--- config.mk ---
export PLATFORM = sky130hd
export DESIGN_NAME = oversampled_voltage_ascii_readout_unit
export DESIGN_NICKNAME = d
export VERILOG_FILES = /design/src/hw/rtl/ovar_pkg.sv /design/src/hw/rtl/oversampled_voltage_ascii_readout_unit.sv /design/src/hw/rtl/ovar_front.sv /design/src/hw/rtl/ovar_fifo.sv /design/src/hw/rtl/ovar_back.sv
export SDC_FILE = /design/constraint.sdc
export NUM_CORES = 1
export LEC_CHECK = 0
export ABC_AREA = 1
export BUFFER_PORTS_ARGS = -buffer_cell sky130_fd_sc_hd__buf_2
export CAP_MARGIN = 20
export CORE_MARGIN = 2
export CORE_UTILIZATION = 40
export CTS_BUF_LIST = sky130_fd_sc_hd__clkbuf_16
export DETAILED_ROUTE_END_ITERATION = 8
export PLACE_DENSITY = 0.58
export SLEW_MARGIN = 10
export SYNTH_ARGS = -nofsm -noshare
export SYNTH_HDL_FRONTEND = slang
export SYNTH_HIERARCHICAL = 1
export SYNTH_SLANG_ARGS = --single-unit
--- constraint.sdc ---
create_clock -name clk_i -period 9.4 [get_ports clk_i]
set_input_delay 0.47 -clock clk_i [delete_from_list [all_inputs] [get_ports clk_i]]
set_output_delay 0.47 -clock clk_i [all_outputs]
set_load 0.01 [all_outputs]
--- src/hw/rtl/ovar_pkg.sv ---
// Shared constants and types of the oversampled voltage readout.
package ovar_pkg;

  localparam int unsigned SCALE_W   = 16;
  localparam int unsigned CHAR_W    = 8;
  localparam int unsigned HUND_W    = 14;
  localparam int unsigned FRAC_BITS = 16;

  localparam logic [SCALE_W-1:0] SCALE_RESET    = 16'd25176;
  localparam logic [HUND_W-1:0]  MAX_HUNDREDTHS = 14'd9999;
  localparam int unsigned        ROUND_HALF     = 32768;

  // Reciprocals for exact digit extraction on values below 10000, 1000 and 100.
  localparam logic [13:0] RECIP_1000 = 14'd8389;  // >> 23
  localparam logic [5:0]  RECIP_100  = 6'd41;     // >> 12
  localparam logic [7:0]  RECIP_10   = 8'd205;    // >> 11

  localparam logic [CHAR_W-1:0] CHAR_ZERO  = 8'h30;
  localparam logic [CHAR_W-1:0] CHAR_POINT = 8'h2E;
  localparam logic [CHAR_W-1:0] CHAR_CR    = 8'h0D;
  localparam logic [CHAR_W-1:0] CHAR_LF    = 8'h0A;

  // Byte positions of one voltage line.
  typedef enum logic [2:0] {
    SLOT_TENS       = 3'd0,
    SLOT_ONES       = 3'd1,
    SLOT_POINT      = 3'd2,
    SLOT_TENTHS     = 3'd3,
    SLOT_HUNDREDTHS = 3'd4,
    SLOT_CR         = 3'd5,
    SLOT_LF         = 3'd6
  } slot_e;

endpackage

--- src/hw/rtl/oversampled_voltage_ascii_readout_unit.sv ---
// Top level of the oversampled voltage readout with ASCII line output.
//
// Converter samples enter one beat per clock on the push/full side while
// full is low. Every OVERSAMPLE_COUNT samples are summed, the sum is shifted
// right by two to form one reading, and the reading goes into a small queue
// (FIFO_DEPTH entries). The back end multiplies the reading by volts_scale,
// rounds it to hundredths of a volt (clamped at 99.99), and sends seven byte
// beats on the empty/pop side: tens, ones, '.', tenths, hundredths, CR, LF,
// with line_end high on the LF beat. Digits are exact, taken one per byte
// from the integer count of hundredths. The byte side loads the sequencer,
// then sends the seven bytes of a reading. A reading passes the queue memory,
// the queue head, the product register and the sequencer before its first
// byte is registered at the output. full rises only when the reading queue is
// full, which happens when pop is held off or readings close faster than the
// bytes drain. Write volts_scale (cfg_we_i, cfg_data_i) only while idle.
module oversampled_voltage_ascii_readout_unit
  import ovar_pkg::*;
#(
  parameter int unsigned OVERSAMPLE_COUNT = 16,
  parameter int unsigned SAMPLE_BITS      = 10,
  parameter int unsigned FIFO_DEPTH       = 4
) (
  input  logic                   clk_i,
  input  logic                   rst_ni,
  input  logic                   push,
  output logic                   full,
  input  logic [SAMPLE_BITS-1:0] adc_sample_i,
  output logic                   empty,
  input  logic                   pop,
  output logic [CHAR_W-1:0]      out_char_o,
  output logic                   line_end_o,
  input  logic                   cfg_we_i,
  input  logic [SCALE_W-1:0]     cfg_data_i
);

  localparam int unsigned RD_W = SAMPLE_BITS + $clog2(OVERSAMPLE_COUNT) - 2;

  logic            accept;
  logic            rd_push;
  logic [RD_W-1:0] reading;
  logic            rd_valid;
  logic [RD_W-1:0] rd_head;
  logic            rd_take;

  // Take a sample beat whenever the reading queue has room.
  assign accept = push && !full;

  ovar_front #(
    .OVERSAMPLE_COUNT (OVERSAMPLE_COUNT),
    .SAMPLE_BITS      (SAMPLE_BITS)
  ) u_front (
    .clk_i     (clk_i),
    .rst_ni    (rst_ni),
    .accept_i  (accept),
    .sample_i  (adc_sample_i),
    .rd_push_o (rd_push),
    .reading_o (reading)
  );

  // Hold finished readings so the byte side can stall on its own.
  ovar_fifo #(
    .DEPTH (FIFO_DEPTH),
    .WIDTH (RD_W)
  ) u_fifo (
    .clk_i   (clk_i),
    .rst_ni  (rst_ni),
    .push_i  (rd_push),
    .data_i  (reading),
    .full_o  (full),
    .valid_o (rd_valid),
    .data_o  (rd_head),
    .take_i  (rd_take)
  );

  ovar_back #(
    .RD_W (RD_W)
  ) u_back (
    .clk_i      (clk_i),
    .rst_ni     (rst_ni),
    .cfg_we_i   (cfg_we_i),
    .cfg_data_i (cfg_data_i),
    .rd_valid_i (rd_valid),
    .reading_i  (rd_head),
    .rd_take_o  (rd_take),
    .empty      (empty),
    .pop        (pop),
    .out_char_o (out_char_o),
    .line_end_o (line_end_o)
  );

endmodule

--- src/hw/rtl/ovar_front.sv ---
// Front end: sample accumulator that closes one oversampled reading per block.
module ovar_front #(
  parameter int unsigned OVERSAMPLE_COUNT = 16,
  parameter int unsigned SAMPLE_BITS      = 10,
  localparam int unsigned CNT_W = $clog2(OVERSAMPLE_COUNT),
  localparam int unsigned SUM_W = SAMPLE_BITS + CNT_W,
  localparam int unsigned RD_W  = SUM_W - 2
) (
  input  logic                   clk_i,
  input  logic                   rst_ni,
  input  logic                   accept_i,
  input  logic [SAMPLE_BITS-1:0] sample_i,
  output logic                   rd_push_o,
  output logic [RD_W-1:0]        reading_o
);

  logic [SUM_W-1:0] sum_q, sum_d, sum_next;
  logic [CNT_W-1:0] cnt_q, cnt_d;
  logic             last;

  assign sum_next = sum_q + SUM_W'(sample_i);
  assign last     = (cnt_q == CNT_W'(OVERSAMPLE_COUNT - 1));

  always_comb begin
    sum_d = sum_q;
    cnt_d = cnt_q;
    if (accept_i) begin
      if (last) begin
        sum_d = '0;
        cnt_d = '0;
      end else begin
        sum_d = sum_next;
        cnt_d = cnt_q + CNT_W'(1);
      end
    end
  end

  // Close the block: drop the two low bits of the sum.
  assign rd_push_o = accept_i && last;
  assign reading_o = sum_next[SUM_W-1:2];

  always_ff @(posedge clk_i or negedge rst_ni) begin
    if (!rst_ni) begin
      sum_q <= '0;
      cnt_q <= '0;
    end else begin
      sum_q <= sum_d;
      cnt_q <= cnt_d;
    end
  end

endmodule

--- src/hw/rtl/ovar_fifo.sv ---
// Reading queue between front and back, with a registered head.
module ovar_fifo #(
  parameter int unsigned DEPTH = 4,
  parameter int unsigned WIDTH = 12,
  localparam int unsigned PTR_W = (DEPTH > 1) ? $clog2(DEPTH) : 1,
  localparam int unsigned CNT_W = $clog2(DEPTH + 1)
) (
  input  logic             clk_i,
  input  logic             rst_ni,
  input  logic             push_i,
  input  logic [WIDTH-1:0] data_i,
  output logic             full_o,
  output logic             valid_o,
  output logic [WIDTH-1:0] data_o,
  input  logic             take_i
);

  logic [WIDTH-1:0] mem [DEPTH];
  logic [PTR_W-1:0] wptr_q, rptr_q;
  logic [CNT_W-1:0] cnt_q, cnt_d;
  logic             head_valid_q;
  logic [WIDTH-1:0] head_q;
  logic             fill;

  // Refill the head when an entry is stored and it is free or taken.
  assign fill    = (cnt_q != '0) && (!head_valid_q || take_i);
  assign full_o  = (cnt_q == CNT_W'(DEPTH));
  assign valid_o = head_valid_q;
  assign data_o  = head_q;

  always_comb begin
    cnt_d = cnt_q;
    if (push_i && !fill) begin
      cnt_d = cnt_q + CNT_W'(1);
    end else if (!push_i && fill) begin
      cnt_d = cnt_q - CNT_W'(1);
    end
  end

  always_ff @(posedge clk_i) begin
    if (push_i) begin
      mem[wptr_q] <= data_i;
    end
    if (fill) begin
      head_q <= mem[rptr_q];
    end
  end

  always_ff @(posedge clk_i or negedge rst_ni) begin
    if (!rst_ni) begin
      wptr_q       <= '0;
      rptr_q       <= '0;
      cnt_q        <= '0;
      head_valid_q <= 1'b0;
    end else begin
      cnt_q <= cnt_d;
      if (push_i) begin
        wptr_q <= (wptr_q == PTR_W'(DEPTH - 1)) ? '0 : wptr_q + PTR_W'(1);
      end
      if (fill) begin
        rptr_q <= (rptr_q == PTR_W'(DEPTH - 1)) ? '0 : rptr_q + PTR_W'(1);
      end
      if (fill) begin
        head_valid_q <= 1'b1;
      end else if (take_i) begin
        head_valid_q <= 1'b0;
      end
    end
  end

endmodule

--- src/hw/rtl/ovar_back.sv ---
// Back end: scale multiply, digit sequencer and output byte register.
module ovar_back
  import ovar_pkg::*;
#(
  parameter int unsigned RD_W = 12,
  localparam int unsigned PROD_W = RD_W + SCALE_W,
  localparam int unsigned RND_W  = PROD_W + 1
) (
  input  logic                clk_i,
  input  logic                rst_ni,
  input  logic                cfg_we_i,
  input  logic [SCALE_W-1:0]  cfg_data_i,
  input  logic                rd_valid_i,
  input  logic [RD_W-1:0]     reading_i,
  output logic                rd_take_o,
  output logic                empty,
  input  logic                pop,
  output logic [CHAR_W-1:0]   out_char_o,
  output logic                line_end_o
);

  logic [SCALE_W-1:0] scale_q;

  logic               mul_valid_q;
  logic [PROD_W-1:0]  prod_q;

  logic               seq_active_q;
  slot_e              slot_q;
  logic [HUND_W-1:0]  rem_q, rem_d;
  logic               seq_load;

  logic               out_valid_q;
  logic [CHAR_W-1:0]  char_q, char_d;
  logic               line_end_q;
  logic               out_adv;

  logic [RND_W-1:0]   rounded;
  logic [HUND_W-1:0]  hund;

  logic [27:0]        th_prod;
  logic [15:0]        hu_prod;
  logic [14:0]        te_prod;
  logic [3:0]         digit;

  assign out_adv   = !out_valid_q || pop;
  assign seq_load  = mul_valid_q && !seq_active_q;
  assign rd_take_o = rd_valid_i && (!mul_valid_q || seq_load);

  // Round the product to whole hundredths and clamp at 99.99.
  assign rounded = (RND_W'(prod_q) + RND_W'(ROUND_HALF)) >> FRAC_BITS;
  assign hund    = (rounded > RND_W'(MAX_HUNDREDTHS)) ? MAX_HUNDREDTHS : HUND_W'(rounded);

  assign th_prod = 28'(rem_q) * 28'(RECIP_1000);
  assign hu_prod = 16'(rem_q[9:0]) * 16'(RECIP_100);
  assign te_prod = 15'(rem_q[6:0]) * 15'(RECIP_10);

  // Peel one decimal digit per byte off the remaining hundredths.
  always_comb begin
    digit      = '0;
    rem_d      = rem_q;
    char_d     = CHAR_ZERO;
    case (slot_q)
      SLOT_TENS: begin
        digit  = th_prod[26:23];
        rem_d  = rem_q - HUND_W'(digit) * HUND_W'(1000);
        char_d = CHAR_ZERO + CHAR_W'(digit);
      end
      SLOT_ONES: begin
        digit  = hu_prod[15:12];
        rem_d  = rem_q - HUND_W'(digit) * HUND_W'(100);
        char_d = CHAR_ZERO + CHAR_W'(digit);
      end
      SLOT_POINT: begin
        char_d = CHAR_POINT;
      end
      SLOT_TENTHS: begin
        digit  = te_prod[14:11];
        rem_d  = rem_q - HUND_W'(digit) * HUND_W'(10);
        char_d = CHAR_ZERO + CHAR_W'(digit);
      end
      SLOT_HUNDREDTHS: begin
        char_d = CHAR_ZERO + CHAR_W'(rem_q[3:0]);
      end
      SLOT_CR: begin
        char_d = CHAR_CR;
      end
      SLOT_LF: begin
        char_d = CHAR_LF;
      end
      default: begin
        char_d = CHAR_ZERO;
      end
    endcase
  end

  assign empty      = !out_valid_q;
  assign out_char_o = char_q;
  assign line_end_o = line_end_q;

  always_ff @(posedge clk_i) begin
    if (rd_take_o) begin
      prod_q <= PROD_W'(reading_i) * PROD_W'(scale_q);
    end
    if (seq_load) begin
      rem_q <= hund;
    end else if (seq_active_q && out_adv) begin
      rem_q <= rem_d;
    end
    if (seq_active_q && out_adv) begin
      char_q     <= char_d;
      line_end_q <= (slot_q == SLOT_LF);
    end
  end

  always_ff @(posedge clk_i or negedge rst_ni) begin
    if (!rst_ni) begin
      scale_q      <= SCALE_RESET;
      mul_valid_q  <= 1'b0;
      seq_active_q <= 1'b0;
      slot_q       <= SLOT_TENS;
      out_valid_q  <= 1'b0;
    end else begin
      if (cfg_we_i) begin
        scale_q <= cfg_data_i;
      end
      if (rd_take_o) begin
        mul_valid_q <= 1'b1;
      end else if (seq_load) begin
        mul_valid_q <= 1'b0;
      end
      if (seq_load) begin
        seq_active_q <= 1'b1;
        slot_q       <= SLOT_TENS;
      end else if (seq_active_q && out_adv) begin
        if (slot_q == SLOT_LF) begin
          seq_active_q <= 1'b0;
        end else begin
          slot_q <= slot_e'(slot_q + 3'd1);
        end
      end
      if (out_adv) begin
        out_valid_q <= seq_active_q;
      end
    end
  end

endmodule
# Word level (Yosys, flattened, before mapping)
# Memories as Yosys holds them, arrays and structs flattened. A register that Yosys moved wholly into a read port is not among the register bits.
# Index checks and enable logic that the tools add are counted.
# totals
register_bits	99
ram_bits	48
input_bits	31
mem_count	1
# op_classes
add_sub_neg	15
n_mul	7
magnitude_cmp	1
eq_ne	11
mux	23
reduce_logical	29
# mem_list
name	depth	width	rd	rd_clocked_by_memory_dff	write_ports	line_no	text
u_fifo.mem	4	12	1	1	1	ovar_fifo.sv:18	logic [WIDTH-1:0] mem [DEPTH];
# op_table
cell	n
$mux 14	4
$pmux 8 s7	1
$pmux 14 s3	1
$add 28x16->29 const B	1
$add 6x4->7 const A	4
$mul 12x16->28	1
$mul 14x14->27 const B	1
$mul 10x6->16 const B	1
$mul 7x8->15 const B	1
$mux 3	5
$add 14x10->14	1
$gt 13x14->1 const B	1
$sub 14x11->14	1
$sub 14x14->14	1
$sub 14x8->14	1
$eq 3x3->1 const B	4
$mul 4x7->11 const B	1
$reduce_bool 2->1	5
$mul 4x5->9 const B	1
$mux 1	9
$logic_and 1x1->1	8
$logic_not 1->1	7
$mul 4x3->7 const B	1
$add 3x1->3 const B	2
15 further kinds	23

# Longest topological paths before layout
# depth
ltp_word	9
ltp_mapped	43

# Cells and area by module
# The synthesis kept the hierarchy.
# by_module_without_submodules
module	n_inst	cells_per_inst	area_each_um2	seq_area_each_um2
ovar_back	1	1838	14657.8	1579.0
ovar_fifo	1	212	2776.4	2001.9
ovar_front	1	215	1488.9	450.4
oversampled_voltage_ascii_readout_unit	1	2	10.0	0.0

# Least setup slack after synthesis
# OpenSTA, ideal clock, no wires.
# synth_timing
path_type	register to register
startpoint	reg u_back.rem_q[8]
endpoint	reg u_back.rem_q[13] (data pin)
setup_ns	0.270
arrival_time_ns	7.296
required_ns	9.130
setup_slack_ns	1.834
path_stages_with_launch	37
n_path_buf	0
cell_sequence	edfxtp_1 -> inv_1 -> ha_1 -> ha_1 -> ha_1 -> fa_1 -> fa_1 -> ha_1 -> ha_1 -> nand2_1 -> nor2_1 -> nand2_1 -> nor2_1 -> nand2_1 -> nand3_1 -> nand2_1 -> nand2_1 -> inv_1 -> fa_1 -> inv_1 -> fa_1 -> inv_1 -> ha_1 -> a21oi_1 -> nand2_1 -> a21o_1 -> a21oi_1 -> xnor2_1 -> ha_1 -> nand2_1 -> nor3_1 -> nand3_1 -> o2111ai_1 -> xnor2_1 -> nand3_1 -> nand3_1 -> a21oi_1
# synth_via
elab_chain_cells	6
# synth_rtl
element	line_no	text
start: declaration	ovar_back.sv:29	logic [HUND_W-1:0] rem_q, rem_d;
start signal: assignment	ovar_back.sv:105	rem_q <= hund;
start signal: assignment	ovar_back.sv:107	rem_q <= rem_d;
$mul 14x14->27 or $mul 10x6->16 (tied branches)	ovar_back.sv:53, ovar_back.sv:54	
$mul 4x7->11 or $mul 4x5->9 (tied branches)	ovar_back.sv:65, ovar_back.sv:70	
$sub 14x14->14 or $sub 14x11->14 (tied branches)	ovar_back.sv:65, ovar_back.sv:70	
$pmux 14 s3 (*)	ovar_back.sv:62	case (slot_q)
$mux 14 (*)	ovar_back.sv:106	end else if (seq_active_q && out_adv) begin
$mux 14 (*)	ovar_back.sv:104	if (seq_load) begin
# Every way passes the cells marked *; elsewhere a longest branch is shown, timed or not. The select of a mux whose other input is x is not followed.
# A chain may end at the register's enable or synchronous reset.

# Worst setup path after layout
# Same ends and word-level chain as after synthesis.

==> flow_summary.yaml <==
critical_path:
  r2r_cells: 37
  crit_top_cell: "ha_1"
  r2r_start: "u_back/rem_q[8]$_DFFE_PP_"
  critPathMaxFanout: 10
  critical_path_class: "reg2reg"
  slowest_delay_ps: 670
  required_ps: 9610
  crit_arrival_ps: 8660
  cp-start-kind: "register"
  setup.worst_path.end_class: "register"
  r2r_end: "u_back/rem_q[13]$_SDFFCE_PP0P_"
  reg2reg_setup_slack_ps: 960
  slowest_stage: "edfxtp_1"
sta:
  rsz0062_at_grt: "no"
  hold_ws_ps: 138
  skew_ps: 7.60
  finalSetupViolCount: 0
  tightest_slew_ps: 818
  post-route-period-util_pct: 89.8
  fmax_ghz: 0.118
  tns_ps: 0
  drv_slew: 0
  hold_viol: 0
  post-route-min-period_ps: 8440
  relSlewSlack_pct: 45.3
global_route:
  antenna_found_initial: 0
  grt_first_pass_wirelength_mm: 74.0
  grt_max_degree: 52
  overflow: 0
  grt_pass1_vias: 14831
  grt_usage_pct: 18.9
cts:
  post_cts_buffers: 0
  hold_buffers: 0
  path_clk_slew_ps: 70
  clock_latency_ps: 480
  clockBufferDepth: 2
  cts_resized: 0
  cts_root_buf: "clkbuf_16"
  cts_htree_levels: 4
  tritoncts: "built"
  clock_sinks: 142
  cts_buffers: 17
synthesis:
  synth-xor-area-share_pct: 2.71
  ys_ff_latch: 142
  ys_types: 57
  synth_top_family_by_area: "adder cells"
  synth-edff-count: 94
  synthSimpleGateAreaFrac_pct: 16.5
  synth_fa_ha_area_share_pct: 39.1
  synth-async-reset-ratio_pct: 33.8
  yosysWarnings: 6
  synth_compound_area_share_pct: 7.78
  avgSynthCellArea_um2: 8.35
  synth_flop_cell: "edfxtp_1"
  ys_seq_area_share_pct: 21.3
  syn_inst: 2267
  synthMuxAreaShare_pct: 0.952
  syn_area_um2: 18900
die:
  core_um2: 46700
  fp.dieArea_um2: 49100
  rows: 79
  die_y_um: 222
  pin_count: 42
  start_util_pct: 40.6
  dieWidth_um: 222
layout:
  antennaDiodeCount: 0
  layout_commonest_cell: "nand2_1"
  layout_common_cells: "nand2_1 (523), inv_1 (503), ha_1 (294)"
  drive_gt1_share_pct: 6.21
  area_growth_pct: 6.95
  nNetsFinal: 2784
  stdcell_area_um2: 20200
outcome:
  violations: "DRC"
  status: "finished with violations"
place:
  gp_congestion: 0.922
  numPortBuffers: 39
  dp_hpwl_mm: 35.7
  place_area_um2: 19700
routing:
  drt_iter0_markers: 696
  dr.pass1.iters: 8
  dr_total_vias: 14416
  viasPerCell: 4.98
  routedWlPerCell_um: 15.3
  drc: 2
  antenna_left: 0
  wirelength_mm: 44.4
job:
  cap_viol_max_count: 0
min_path:
  hp-class: "in2async"
==> cell type report <==
class                      count  area [µm²]
sequential                   142        4030
fill                        4693       26400
clock inverter                15         173
timing repair buffer          46         248
inverter                     510        1910
clock buffer                  17         425
multi-input combinational   1556       12700
tap                          607         759
==> kinds of logic (layout without fill, tap and decap cells) <==
| family | after synthesis | count (layout) |
|---|---|---|
| other | 1 | 2 |
| XOR/XNOR | 56 | 56 |
| flip-flops | 142 | 142 |
| AND/OR/NAND/NOR | 751 | 751 |
| multiplexers | 16 | 16 |
| buffers and inverters | 570 | 588 |
| AO/OA/AOI/OAI | 251 | 251 |
| adder cells (fa/ha/maj) | 480 | 480 |
==> metal layers <==
| layer | up-vias | routed length, µm | global-route usage (%) | share of wire (%) |
|---|---|---|---|---|
| met1 | 6963 | 20700 | 24.5 | 47 |
| li1 | 7144 | - | - | - |
| met4 | 0 | 1130 | 7.06 | 2.5 |
| met3 | 58 | 1530 | 2.92 | 3.4 |
| met2 | 251 | 21100 | 31.8 | 47 |
| met5 | - | 0 | 0 | 0 |
==> critical path, delay by kind of cell, from the launching register on <==
kind,cells,cell delay [ps]
AOI/OAI and AO/OA,6,760
adders and majority gates,11,4300
xor gates and xnor gates,2,320
DFF,1,670
and+or+nand+nor,14,1480
buffers and inverters,4,650
==> synth_stat cells, types with 3 or more instances <==
cell type | number | share of area [%]
a21o_1 | 7 | 0.28
a21oi_1 | 110 | 2.9
a21oi_2 | 3 | 0.14
a31oi_1 | 6 | 0.20
a41oi_1 | 3 | 0.14
and2_1 | 5 | 0.17
buf_1 | 4 | 0.079
buf_2 | 4 | 0.11
buf_4 | 5 | 0.20
buf_6 | 6 | 0.36
clkbuf_1 | 41 | 0.81
dfrtp_1 | 42 | 5.6
dfstp_2 | 6 | 0.83
edfxtp_1 | 94 | 15
fa_1 | 186 | 20
ha_1 | 294 | 19
inv_1 | 503 | 10
inv_2 | 7 | 0.14
mux2_2 | 16 | 0.95
nand2_1 | 523 | 10
nand2_2 | 6 | 0.20
nand3_1 | 79 | 2.1
nand4_1 | 17 | 0.56
nor2_1 | 73 | 1.4
nor2_2 | 5 | 0.17
nor3_1 | 21 | 0.56
o2111ai_1 | 4 | 0.19
o211ai_1 | 25 | 0.99
o21a_1 | 3 | 0.12
o21ai_0 | 62 | 1.6
o21ai_1 | 4 | 0.11
o21bai_1 | 5 | 0.20
o22ai_1 | 4 | 0.13
o31ai_1 | 5 | 0.20
or2_2 | 7 | 0.23
xnor2_1 | 22 | 1.0
xor2_1 | 31 | 1.4
xor2_2 | 3 | 0.26
==> stage by stage <==
stage / utilization [%] / setup slack [ps] / cells
4_1_cts: 43.4 / 899 / 2893
6_report: 43.4 / 956 / 2893
2_1_floorplan: - / 1830 / 2268
3_3_place_gp: 42.1 / 1090 / 2861
3_5_place_dp: 42.1 / 960 / 2861
5_1_grt: 43.4 / 268 / 2893
==> registers in the layout, indices dropped and copies added (netlist names) <==
register	cells
u_back/line_end_o	1
u_back/mul_valid_q	1
u_back/out_char_o	6
u_back/out_valid_q	1
u_back/prod_q	13
u_back/rem_q	14
u_back/scale_q	16
u_back/seq_active_q	1
u_back/slot_q	3
u_fifo/cnt_q	3
u_fifo/data_o	12
u_fifo/mem	48
u_fifo/rptr_q	2
u_fifo/valid_o	1
u_fifo/wptr_q	2
u_front/cnt_q	4
u_front/sum_q	14
==> worst max path at each step <==
| stage | from | endpoint | slack [ps] | depth (start not counted) |
|---|---|---|---|---|
| global placement | u_back/rem_q[8]$_DFFE_PP_ | u_back/rem_q[13]$_SDFFCE_PP0P_ | 1090 | 36 |
| global route | u_back/rem_q[8]$_DFFE_PP_ | u_back/rem_q[13]$_SDFFCE_PP0P_ | 270 | 37 |
| floorplan | u_back/rem_q[8]$_DFFE_PP_ | u_back/rem_q[13]$_SDFFCE_PP0P_ | 1830 | 36 |
| finish | u_back/rem_q[8]$_DFFE_PP_ | u_back/rem_q[13]$_SDFFCE_PP0P_ | 960 | 37 |
| detailed placement | u_back/rem_q[8]$_DFFE_PP_ | u_back/rem_q[13]$_SDFFCE_PP0P_ | 960 | 36 |
| CTS | u_back/rem_q[8]$_DFFE_PP_ | u_back/rem_q[13]$_SDFFCE_PP0P_ | 900 | 32 |
Power is left out: the tool's default activity adds up to more than one toggle a clock period on the data nets, which glitch-free logic cannot reach.
